## src/hdl/spq_pkg.sv

```systemverilog
package spq_pkg;

  localparam int DEPTH_DEF = 16;
  localparam int ID_BITS   = 8;
  localparam int KEY_BITS  = 16;
  localparam int CNT_BITS  = $clog2(DEPTH_DEF + 1);

  typedef enum logic [1:0] {
    CMD_INSERT = 2'd0,
    CMD_REMOVE = 2'd1,
    CMD_FIND   = 2'd2,
    CMD_NOP    = 2'd3
  } cmd_t;

  typedef enum logic [1:0] {
    ST_DONE    = 2'd0,
    ST_FULL    = 2'd1,
    ST_MISSING = 2'd2,
    ST_RSVD    = 2'd3
  } status_t;

  typedef struct packed {
    logic [1:0]          cmd;
    logic [ID_BITS-1:0]  thread_id;
    logic [KEY_BITS-1:0] priority_key;
  } in_word_t;

  typedef struct packed {
    logic [1:0]          status;
    logic                found;
    logic [CNT_BITS-1:0] entry_count;
    logic                head_valid;
    logic [ID_BITS-1:0]  head_id;
    logic [KEY_BITS-1:0] head_key;
  } out_word_t;

  typedef struct packed {
    logic cmp_en;
    logic upd_en;
    logic ins;
    logic rem;
  } cell_ctrl_t;

endpackage

```

## src/hdl/spq_cell.sv

```systemverilog
module spq_cell (
  input  logic                         clk,
  input  spq_pkg::cell_ctrl_t          ctrl,
  input  logic                         slot_valid,
  input  logic [spq_pkg::ID_BITS-1:0]  req_id,
  input  logic [spq_pkg::KEY_BITS-1:0] req_key,
  input  logic                         gt_left,
  input  logic                         shift_in,
  input  logic [spq_pkg::ID_BITS-1:0]  left_id,
  input  logic [spq_pkg::KEY_BITS-1:0] left_key,
  input  logic [spq_pkg::ID_BITS-1:0]  right_id,
  input  logic [spq_pkg::KEY_BITS-1:0] right_key,
  output logic [spq_pkg::ID_BITS-1:0]  id_r,
  output logic [spq_pkg::KEY_BITS-1:0] key_r,
  output logic [spq_pkg::ID_BITS-1:0]  id_nxt,
  output logic [spq_pkg::KEY_BITS-1:0] key_nxt,
  output logic                         gt_r,
  output logic                         match_r
);

  // insert: new word at boundary, shift right; remove: shift left
  always_comb begin
    id_nxt  = id_r;
    key_nxt = key_r;
    if (ctrl.ins) begin
      if (gt_left) begin
        id_nxt  = left_id;
        key_nxt = left_key;
      end else if (gt_r) begin
        id_nxt  = req_id;
        key_nxt = req_key;
      end
    end else if (ctrl.rem && shift_in) begin
      id_nxt  = right_id;
      key_nxt = right_key;
    end
  end

  always_ff @(posedge clk) begin
    if (ctrl.cmp_en) begin
      gt_r    <= !slot_valid || (key_r > req_key);
      match_r <= slot_valid && (id_r == req_id);
    end
    if (ctrl.upd_en) begin
      id_r  <= id_nxt;
      key_r <= key_nxt;
    end
  end

endmodule

```

## src/hdl/sorted_priority_queue_remove_by_id_unit.sv

```systemverilog
// Sorted priority queue with remove by id, built as a chain of slot cells.
// A word is captured, compared in the cells, then written back in the update state, which waits on out_stall.
// A new word is taken only in idle, once capture, compare and update of the last one are through.
// A held result does not block the next input; the update waits until it is taken.
// Reset (rst_n, synchronous, active low) empties the queue; slot contents stay unset.
module sorted_priority_queue_remove_by_id_unit #(
  parameter int DEPTH = spq_pkg::DEPTH_DEF
) (
  input  logic               clk,
  input  logic               rst_n,
  input  logic               in_valid,
  output logic               in_stall,
  input  spq_pkg::in_word_t  in_word,
  output logic               out_valid,
  input  logic               out_stall,
  output spq_pkg::out_word_t out_word
);

  localparam int CNT_W = $clog2(DEPTH + 1);
  localparam int LVLS  = $clog2(DEPTH);

  typedef enum logic [2:0] {
    S_IDLE = 3'b001,
    S_CMP  = 3'b010,
    S_UPD  = 3'b100
  } state_t;

  state_t                       state_r, state_nxt;
  logic [1:0]                   cmd_r;
  logic [spq_pkg::ID_BITS-1:0]  id_r;
  logic [spq_pkg::KEY_BITS-1:0] key_r;
  logic [CNT_W-1:0]             count_r, count_nxt;
  logic                         out_valid_r;
  spq_pkg::out_word_t           out_word_r;

  spq_pkg::cell_ctrl_t          ctrl;
  logic                         upd_go;
  logic                         is_ins, is_rem, is_find, full, found;
  logic [1:0]                   status;

  logic [spq_pkg::ID_BITS-1:0]  c_id   [DEPTH];
  logic [spq_pkg::KEY_BITS-1:0] c_key  [DEPTH];
  logic [spq_pkg::ID_BITS-1:0]  c_idn  [DEPTH];
  logic [spq_pkg::KEY_BITS-1:0] c_keyn [DEPTH];
  logic [DEPTH-1:0]             c_gt, c_match;
  logic [DEPTH-1:0]             pre [LVLS+1];

  assign is_ins  = (cmd_r == spq_pkg::CMD_INSERT);
  assign is_rem  = (cmd_r == spq_pkg::CMD_REMOVE);
  assign is_find = (cmd_r == spq_pkg::CMD_FIND);
  assign full    = (count_r == CNT_W'(DEPTH));
  assign upd_go  = (state_r == S_UPD) && (!out_valid_r || !out_stall);

  // prefix OR of match flags: slot i shifts left when a match sits at or before it
  assign pre[0] = c_match;
  for (genvar l = 0; l < LVLS; l++) begin : g_lvl
    for (genvar i = 0; i < DEPTH; i++) begin : g_bit
      if (i >= (1 << l)) begin : g_or
        assign pre[l+1][i] = pre[l][i] | pre[l][i-(1<<l)];
      end else begin : g_pass
        assign pre[l+1][i] = pre[l][i];
      end
    end
  end
  assign found = pre[LVLS][DEPTH-1];

  always_comb begin
    ctrl.cmp_en = (state_r == S_CMP);
    ctrl.upd_en = upd_go;
    ctrl.ins    = is_ins && !full;
    ctrl.rem    = is_rem;
  end

  for (genvar i = 0; i < DEPTH; i++) begin : g_cell
    spq_cell u_cell (
      .clk        (clk),
      .ctrl       (ctrl),
      .slot_valid (count_r > CNT_W'(i)),
      .req_id     (id_r),
      .req_key    (key_r),
      .gt_left    ((i == 0) ? 1'b0 : c_gt[(i == 0) ? 0 : i-1]),
      .shift_in   (pre[LVLS][i]),
      .left_id    (c_id[(i == 0) ? 0 : i-1]),
      .left_key   (c_key[(i == 0) ? 0 : i-1]),
      .right_id   (c_id[(i == DEPTH-1) ? i : i+1]),
      .right_key  (c_key[(i == DEPTH-1) ? i : i+1]),
      .id_r       (c_id[i]),
      .key_r      (c_key[i]),
      .id_nxt     (c_idn[i]),
      .key_nxt    (c_keyn[i]),
      .gt_r       (c_gt[i]),
      .match_r    (c_match[i])
    );
  end

  always_comb begin
    count_nxt = count_r;
    status    = spq_pkg::ST_DONE;
    if (is_ins) begin
      if (full) status = spq_pkg::ST_FULL;
      else count_nxt = count_r + CNT_W'(1);
    end else if (is_rem) begin
      if (found) count_nxt = count_r - CNT_W'(1);
      else status = spq_pkg::ST_MISSING;
    end else if (is_find && !found) begin
      status = spq_pkg::ST_MISSING;
    end
  end

  always_comb begin
    state_nxt = state_r;
    unique case (state_r)
      S_IDLE:  if (in_valid) state_nxt = S_CMP;
      S_CMP:   state_nxt = S_UPD;
      S_UPD:   if (upd_go) state_nxt = S_IDLE;
      default: state_nxt = S_IDLE;
    endcase
  end

  always_ff @(posedge clk) begin
    if (!rst_n) begin
      state_r     <= S_IDLE;
      count_r     <= '0;
      out_valid_r <= 1'b0;
    end else begin
      state_r <= state_nxt;
      if (upd_go) begin
        count_r     <= count_nxt;
        out_valid_r <= 1'b1;
      end else if (!out_stall) begin
        out_valid_r <= 1'b0;
      end
    end
  end

  always_ff @(posedge clk) begin
    if (state_r == S_IDLE && in_valid) begin
      cmd_r <= in_word.cmd;
      id_r  <= in_word.thread_id;
      key_r <= in_word.priority_key;
    end
    if (upd_go) begin
      out_word_r.status      <= status;
      out_word_r.found       <= (is_rem || is_find) && found;
      out_word_r.entry_count <= spq_pkg::CNT_BITS'(count_nxt);
      out_word_r.head_valid  <= (count_nxt != '0);
      out_word_r.head_id     <= (count_nxt != '0) ? c_idn[0] : '0;
      out_word_r.head_key    <= (count_nxt != '0) ? c_keyn[0] : '0;
    end
  end

  assign in_stall  = (state_r != S_IDLE);
  assign out_valid = out_valid_r;
  assign out_word  = out_word_r;

endmodule
```

## config.mk

```make
export PLATFORM = sky130hd
export DESIGN_NAME = sorted_priority_queue_remove_by_id_unit
export DESIGN_NICKNAME = d
export VERILOG_FILES = /design/src/hdl/spq_pkg.sv /design/src/hdl/spq_cell.sv /design/src/hdl/sorted_priority_queue_remove_by_id_unit.sv
export SDC_FILE = /design/constraint.sdc
export NUM_CORES = 1
export LEC_CHECK = 0
export ABC_AREA = 1
export BUFFER_PORTS_ARGS = -buffer_cell sky130_fd_sc_hd__buf_2
export CELL_PAD_IN_SITES_DETAIL_PLACEMENT = 2
export CELL_PAD_IN_SITES_GLOBAL_PLACEMENT = 2
export CORE_MARGIN = 2
export CORE_UTILIZATION = 35
export CTS_BUF_LIST = sky130_fd_sc_hd__clkbuf_8
export DETAILED_ROUTE_END_ITERATION = 8
export PLACE_DENSITY_LB_ADDON = 0.1
export SLEW_MARGIN = 10
export SYNTH_ARGS = -nofsm -noshare
export SYNTH_HDL_FRONTEND = slang
export SYNTH_HIERARCHICAL = 1
export SYNTH_SLANG_ARGS = --single-unit
```

## constraint.sdc

```tcl
create_clock -name clk -period 11.7 [get_ports clk]
set_input_delay 2.34 -clock clk [delete_from_list [all_inputs] [get_ports clk]]
set_output_delay 2.34 -clock clk [all_outputs]
set_load 0.1 [all_outputs]
```

---- Word-level counts from Yosys, hierarchy flattened ----
Cells that the tools add are included.
storage, ports and cells
  logic and storage cells ................. 442
  bits in latches ......................... 0
  ROM bits ................................ 0
  register bits after elaboration ......... 484
  input bits .............................. 30
  output and inout port bits .............. 35
  memory bits (writable) .................. 0
  memories kept ........................... 0
operators by class
  bitwise operators ....................... 49
  reduce and logical (&&, ||, !) cells .... 107
  divide/modulo/power cells ............... 0
  mux-type cells .......................... 136
  eq/ne operators ......................... 40
  add/sub/neg operators ................... 2
  shifts and indexed selects .............. 0
  multipliers ............................. 0
  magnitude comparators ................... 32
operators by type and width
  cell                                                           count
  two-way mux 16 bit                                             61
  two-way mux 8 bit                                              61
  greater-than comparator 16 bit                                 16
  == test 8 bit                                                  16
  OR 1 bit                                                       49
  != test 3 x 1 -> 1 bit, second input constant                  15
  AND reduction 3 bit                                            15
  greater-than comparator 5 x 4 -> 1 bit, second input constant  8
  logical AND 1 bit                                              36
  nonzero test 2 bit                                             15
  greater-than comparator 5 x 3 -> 1 bit, second input constant  4
  logical NOT 1 bit                                              20
  two-way mux 5 bit                                              4
  logical OR 1 bit                                               18
  greater-than comparator 5 x 1 -> 1 bit, second input constant  2
  greater-than comparator 5 x 2 -> 1 bit, second input constant  2
  case mux 3 bit (3 select lines)                                1
  two-way mux 2 bit                                              4
  two-way mux 3 bit                                              2
  adder 5 x 1 -> 5 bit, second input constant                    1
  == test 5 bit, second input constant                           1
  nonzero test 5 bit                                             1
  subtractor 5 x 1 -> 5 bit, second input constant               1
  != test 2 bit, second input constant                           2
  other kinds (9)                                                11

---- Longest topological paths before layout ----
  depth after elaboration ................. 9
  gate-level depth with buffers ........... 14

---- Cells and area by module ----
The synthesis kept the hierarchy.
by module, submodules not included
  module                                   area each (sq um)  cells each  instances
  spq_cell (g_cell[0].u_cell ...)          2329.7             293         12
  spq_cell (g_cell[6].u_cell ...)          2403.6             294         4
  sorted_priority_queue_remove_by_id_unit  3258.1             287         1

---- Worst setup path after synthesis ----
Ideal clock, no wire load.
  path kind ............................... input -> register
  from .................................... input port out_stall
  to ...................................... register count_r[4]
  buffers on the path ..................... 0
  data arrival time ....................... 11.366 ns
  cell stages on the path ................. 5
  slack ................................... 0.153 ns
  cells stage by stage .................... nand2_1 -> nand2_1 -> inv_1 -> o21ai_0 -> a21oi_1
RTL lines
  element               RTL line                                        text
  start, declared       sorted_priority_queue_remove_by_id_unit.sv:15   input logic out_stall,
  end signal, assigned  sorted_priority_queue_remove_by_id_unit.sv:128  count_r <= count_nxt;
  end, declared         sorted_priority_queue_remove_by_id_unit.sv:32   logic [CNT_W-1:0] count_r, count_nxt;

==> impl_metrics.env <==
export IMPL_run_status="complete, no violations"
export IMPL_finalClockSkew_ps=36.97
export IMPL_post_cts_repair_setup_buffers=0
export IMPL_postSynthNetCount=5274
export IMPL_tightest_slew_ps=1309
export IMPL_setup_tns_ps=0
export IMPL_worst_r2r_endpoint="g_cell[4].u_cell/id_r[0]$_DFFE_PP_"
export IMPL_die_h_um=345.5
export IMPL_cts_path_max_buffers=3
export IMPL_grt_util_all_layers_pct=25.49
export IMPL_synth_cell_area_um2=40830
export IMPL_cts_buffers=102
export IMPL_num_vias=37060
export IMPL_grt_pass1_vias=38220
export IMPL_gp_weighted_congestion=0.7932
export IMPL_ys_seq_elements=484
export IMPL_area_growth_syn_to_layout_pct=5.256
export IMPL_timing_final_setup_violations=0
export IMPL_synth_yosys_seq_area_share_pct=35.38
export IMPL_drv_max_cap_violation_count=0
export IMPL_start_util_pct=35.23
export IMPL_max_freq_ghz=0.2033
export IMPL_hold_buffers=0
export IMPL_num_nets_final=5190
export IMPL_setup_worst_path_class="in2reg"
export IMPL_report_final_hold_viol_count=0
export IMPL_antenna_found_initial=3
export IMPL_std_cell_rows=125
export IMPL_port_buffers=64
export IMPL_ff2ff_path_depth=6
export IMPL_fillers=13250
export IMPL_post_synth_cell_area_avg_um2=8.200
export IMPL_startpoint="out_stall"
export IMPL_maxSlewHeadroom_pct=11.83
export IMPL_library_cell_with_the_largest_summed_area_after_synthesis="sky130_fd_sc_hd__edfxtp_1"
export IMPL_critical_path_end="g_cell[4].u_cell/id_r[0]$_DFFE_PP_"
export IMPL_layout_drive_gt1_share_pct=12.24
export IMPL_biggest_area_contributors_in_the_synthesized_netlist="sky130_fd_sc_hd__edfxtp_1 35%, sky130_fd_sc_hd__nand2_1 15%, sky130_fd_sc_hd__ha_1 8.1%"
export IMPL_grt_pass1_wl_um=239800
export IMPL_timing_critical_path_required_ps=12080
export IMPL_timing_max_transition_violations_final=0
export IMPL_finalInstanceArea_um2=42980
export IMPL_drt_pre_antenna_iters=6
export IMPL_dp_hpwl_um=107000
export IMPL_clock_transition_at_path_regs_ps=50
export IMPL_ant_nets=0
export IMPL_detail_route_iter0_violations=2634
export IMPL_gr_total_overflow=0
export IMPL_synth_enable_flop_cells=475
export IMPL_synth_cells=4979
export IMPL_cts_num_sinks=484
export IMPL_vdd_ir_drop_worst_uv=79.63
export IMPL_average_detailed_routed_wire_length_per_instance_um=23.86
export IMPL_p_per_area_nw_per_um2=106.5
export IMPL_post_route_period_util_pct=42.03
export IMPL_netlist_cell_type_count=45
export IMPL_dp_cells=6315
export IMPL_rsz0062_at_grt="false"
export IMPL_setup_worst_path_start_class="primary input"
export IMPL_ys_async_sr_fraction_pct=0
export IMPL_cts_resized=0
export IMPL_synth_warnings=6
export IMPL_average_vias_per_placed_instance=5.699
export IMPL_layout_area_seq_um2=14440
export IMPL_hp_class="reg2reg"
export IMPL_power_leakage_nw=17.51
export IMPL_cp_data_arrival_time_ps=5290
export IMPL_cts_htree_levels=3
export IMPL_drc_errors=0
export IMPL_timing_rr_start="state_r[2]$_SDFFE_PN0P_"
export IMPL_design_die_area_um2=119400
export IMPL_critical_path_peak_fanout=86
export IMPL_cts_tree="built"
export IMPL_synth_top_cell_area_share_pct=34.94
export IMPL_totalWireLength_um=155200
export IMPL_dpl_cell_area_um2=41190
export IMPL_cts_root_buf="sky130_fd_sc_hd__clkbuf_8"
export IMPL_layout_cells_non_filler=6503
export IMPL_die_width_um=345.5
export IMPL_grt_start_max_net_pins=149
export IMPL_synth_top_flop_cell="sky130_fd_sc_hd__edfxtp_1"
export IMPL_rrSetupSlack_ps=7890
export IMPL_period_minus_slack_ps=4918
export IMPL_core_region_area_um2=115900
export IMPL_clk_insertion_delay_late_ps=790
export IMPL_timing_critical_path_to_type="register"
export IMPL_multiInputGateArea_um2=21870
export IMPL_io_pin_count=65
## power breakdown
group,switching (W),internal (W)
combinational,0.000633,0.000272
sequential,0.0000173,0.00195
clock,0.000891,0.000816
## routing by layer
layer | track usage (%) | vias up | share of wire (%)
li1 | - | 17550 | -
met1 | 38.65 | 18730 | 52
met2 | 38.55 | 608 | 43
met3 | 2.689 | 177 | 3.4
met4 | 5.908 | 0 | 2.2
met5 | 0 | - | 0
## worst max-delay path, cell delays in order
cell                      delay (ps)
sky130_fd_sc_hd__buf_2           100
sky130_fd_sc_hd__nand2_1          80
sky130_fd_sc_hd__nand2_1         270
sky130_fd_sc_hd__inv_8           590
sky130_fd_sc_hd__buf_4           810
sky130_fd_sc_hd__buf_4           950
## cells in the final DEF, fill, tap and decap left out, types with 3 or more instances in the layout
master / instances
sky130_fd_sc_hd__clkinv_2: 27
sky130_fd_sc_hd__a211oi_1: 12
sky130_fd_sc_hd__o211ai_1: 136
sky130_fd_sc_hd__nand3_1: 56
sky130_fd_sc_hd__inv_2: 61
sky130_fd_sc_hd__a21oi_1: 504
sky130_fd_sc_hd__o22ai_1: 20
sky130_fd_sc_hd__o211ai_2: 200
sky130_fd_sc_hd__nand4_1: 34
sky130_fd_sc_hd__inv_1: 494
sky130_fd_sc_hd__ha_1: 264
sky130_fd_sc_hd__nor3_1: 20
sky130_fd_sc_hd__clkinv_4: 16
sky130_fd_sc_hd__a21o_1: 16
sky130_fd_sc_hd__dfxtp_1: 9
sky130_fd_sc_hd__clkinv_1: 38
sky130_fd_sc_hd__nand2_4: 5
sky130_fd_sc_hd__a22o_1: 4
sky130_fd_sc_hd__a32oi_2: 12
sky130_fd_sc_hd__a21boi_0: 5
sky130_fd_sc_hd__nand2_1: 1604
sky130_fd_sc_hd__buf_2: 64
sky130_fd_sc_hd__edfxtp_1: 475
sky130_fd_sc_hd__nor2_4: 22
sky130_fd_sc_hd__nand2_2: 21
sky130_fd_sc_hd__clkbuf_8: 103
sky130_fd_sc_hd__o21ai_1: 16
sky130_fd_sc_hd__or2_2: 4
sky130_fd_sc_hd__inv_8: 3
sky130_fd_sc_hd__nand3_2: 4
sky130_fd_sc_hd__o21ai_0: 107
sky130_fd_sc_hd__xnor2_1: 28
sky130_fd_sc_hd__buf_4: 56
sky130_fd_sc_hd__nor2_1: 146
sky130_fd_sc_hd__a32oi_1: 372
sky130_fd_sc_hd__o2111ai_1: 4
## synth_stat cells (2+ instances only)
library cell	count
sky130_fd_sc_hd__clkinv_1	5
sky130_fd_sc_hd__dfxtp_1	9
sky130_fd_sc_hd__nor3_1	21
sky130_fd_sc_hd__inv_2	61
sky130_fd_sc_hd__nand2_4	5
sky130_fd_sc_hd__o21ai_1	16
sky130_fd_sc_hd__o22ai_1	20
sky130_fd_sc_hd__a21boi_0	5
sky130_fd_sc_hd__nand2_2	21
sky130_fd_sc_hd__or2_2	4
sky130_fd_sc_hd__nor2_2	2
sky130_fd_sc_hd__a21o_1	16
sky130_fd_sc_hd__buf_2	141
sky130_fd_sc_hd__nand4_1	34
sky130_fd_sc_hd__buf_4	48
sky130_fd_sc_hd__clkinv_2	16
sky130_fd_sc_hd__a21oi_1	504
sky130_fd_sc_hd__a211oi_1	12
sky130_fd_sc_hd__o21ai_0	107
sky130_fd_sc_hd__buf_6	62
sky130_fd_sc_hd__clkinv_4	16
sky130_fd_sc_hd__o211ai_2	200
sky130_fd_sc_hd__o2111ai_1	4
sky130_fd_sc_hd__buf_12	10
sky130_fd_sc_hd__buf_8	16
sky130_fd_sc_hd__ha_1	265
sky130_fd_sc_hd__a32oi_1	372
sky130_fd_sc_hd__a32oi_2	12
sky130_fd_sc_hd__xnor2_1	28
sky130_fd_sc_hd__a22o_1	4
sky130_fd_sc_hd__clkbuf_1	32
sky130_fd_sc_hd__nand3_1	56
sky130_fd_sc_hd__o211ai_1	136
sky130_fd_sc_hd__inv_1	462
sky130_fd_sc_hd__edfxtp_1	475
sky130_fd_sc_hd__nand3_2	4
sky130_fd_sc_hd__nor2_1	147
sky130_fd_sc_hd__nor2_4	21
sky130_fd_sc_hd__nand2_1	1604
## sequential cells by signal, summed over array words and instances (netlist names)
| name | flops |
|---|---|
| key_r | 16 |
| state_r | 3 |
| id_r | 8 |
| g_cell.u_cell/key_r | 256 |
| out_word | 33 |
| g_cell.u_cell/match_r | 16 |
| g_cell.u_cell/id_r | 128 |
| g_cell.u_cell/gt_r | 16 |
| out_valid | 1 |
| cmd_r | 2 |
| count_r | 5 |
## worst min path at each step
| stage | startpoint | to | cells after the start |
|---|---|---|---|
| final | out_valid$_SDFFE_PN0P_ | out_valid$_SDFFE_PN0P_ | 2 |
| after global routing | out_valid$_SDFFE_PN0P_ | out_valid$_SDFFE_PN0P_ | 2 |
| after CTS | out_valid$_SDFFE_PN0P_ | out_valid$_SDFFE_PN0P_ | 2 |
| after detailed placement | out_valid$_SDFFE_PN0P_ | out_valid$_SDFFE_PN0P_ | 2 |
| after global placement | out_valid$_SDFFE_PN0P_ | out_valid$_SDFFE_PN0P_ | 2 |
| after floorplan | state_r[1]$_SDFFE_PN0P_ | state_r[2]$_SDFFE_PN0P_ | 3 |
## cell type report
type	instances	share of cell area, %
flip-flops and latches	484	33.61
inverters	560	5.142
clock buffers	103	3.299
multi-input cells	3626	50.90
well taps	1524	4.437
clock inverters	83	0.8327
diodes	2	0.01165
repair buffers	121	1.770
## metrics by stage
step	power, W	utilization, %	worst slack, ps	hold WS, ps
after CTS	0.004638	37.08	6820	533.2
after detailed placement	0.002902	35.55	6005	498.9
after global routing	0.004805	37.08	6608	549.6
after floorplan	0.002654	-	153.1	536.4
after global placement	0.002867	35.55	5994	535.9
final	0.004579	37.08	6782	524.0
## cells by family after synthesis
logic type | Yosys count | synth area share, %
AO/OA/AOI/OAI | 1411 | 25.95
other | 1 | 0.009185
adder cells (fa/ha/maj) | 265 | 8.121
XOR/XNOR | 28 | 0.6006
flip-flops | 484 | 35.38
AND/OR/NAND/NOR | 1921 | 18.86
buffers and inverters | 869 | 11.09
(Power assumes the default switching activity.)
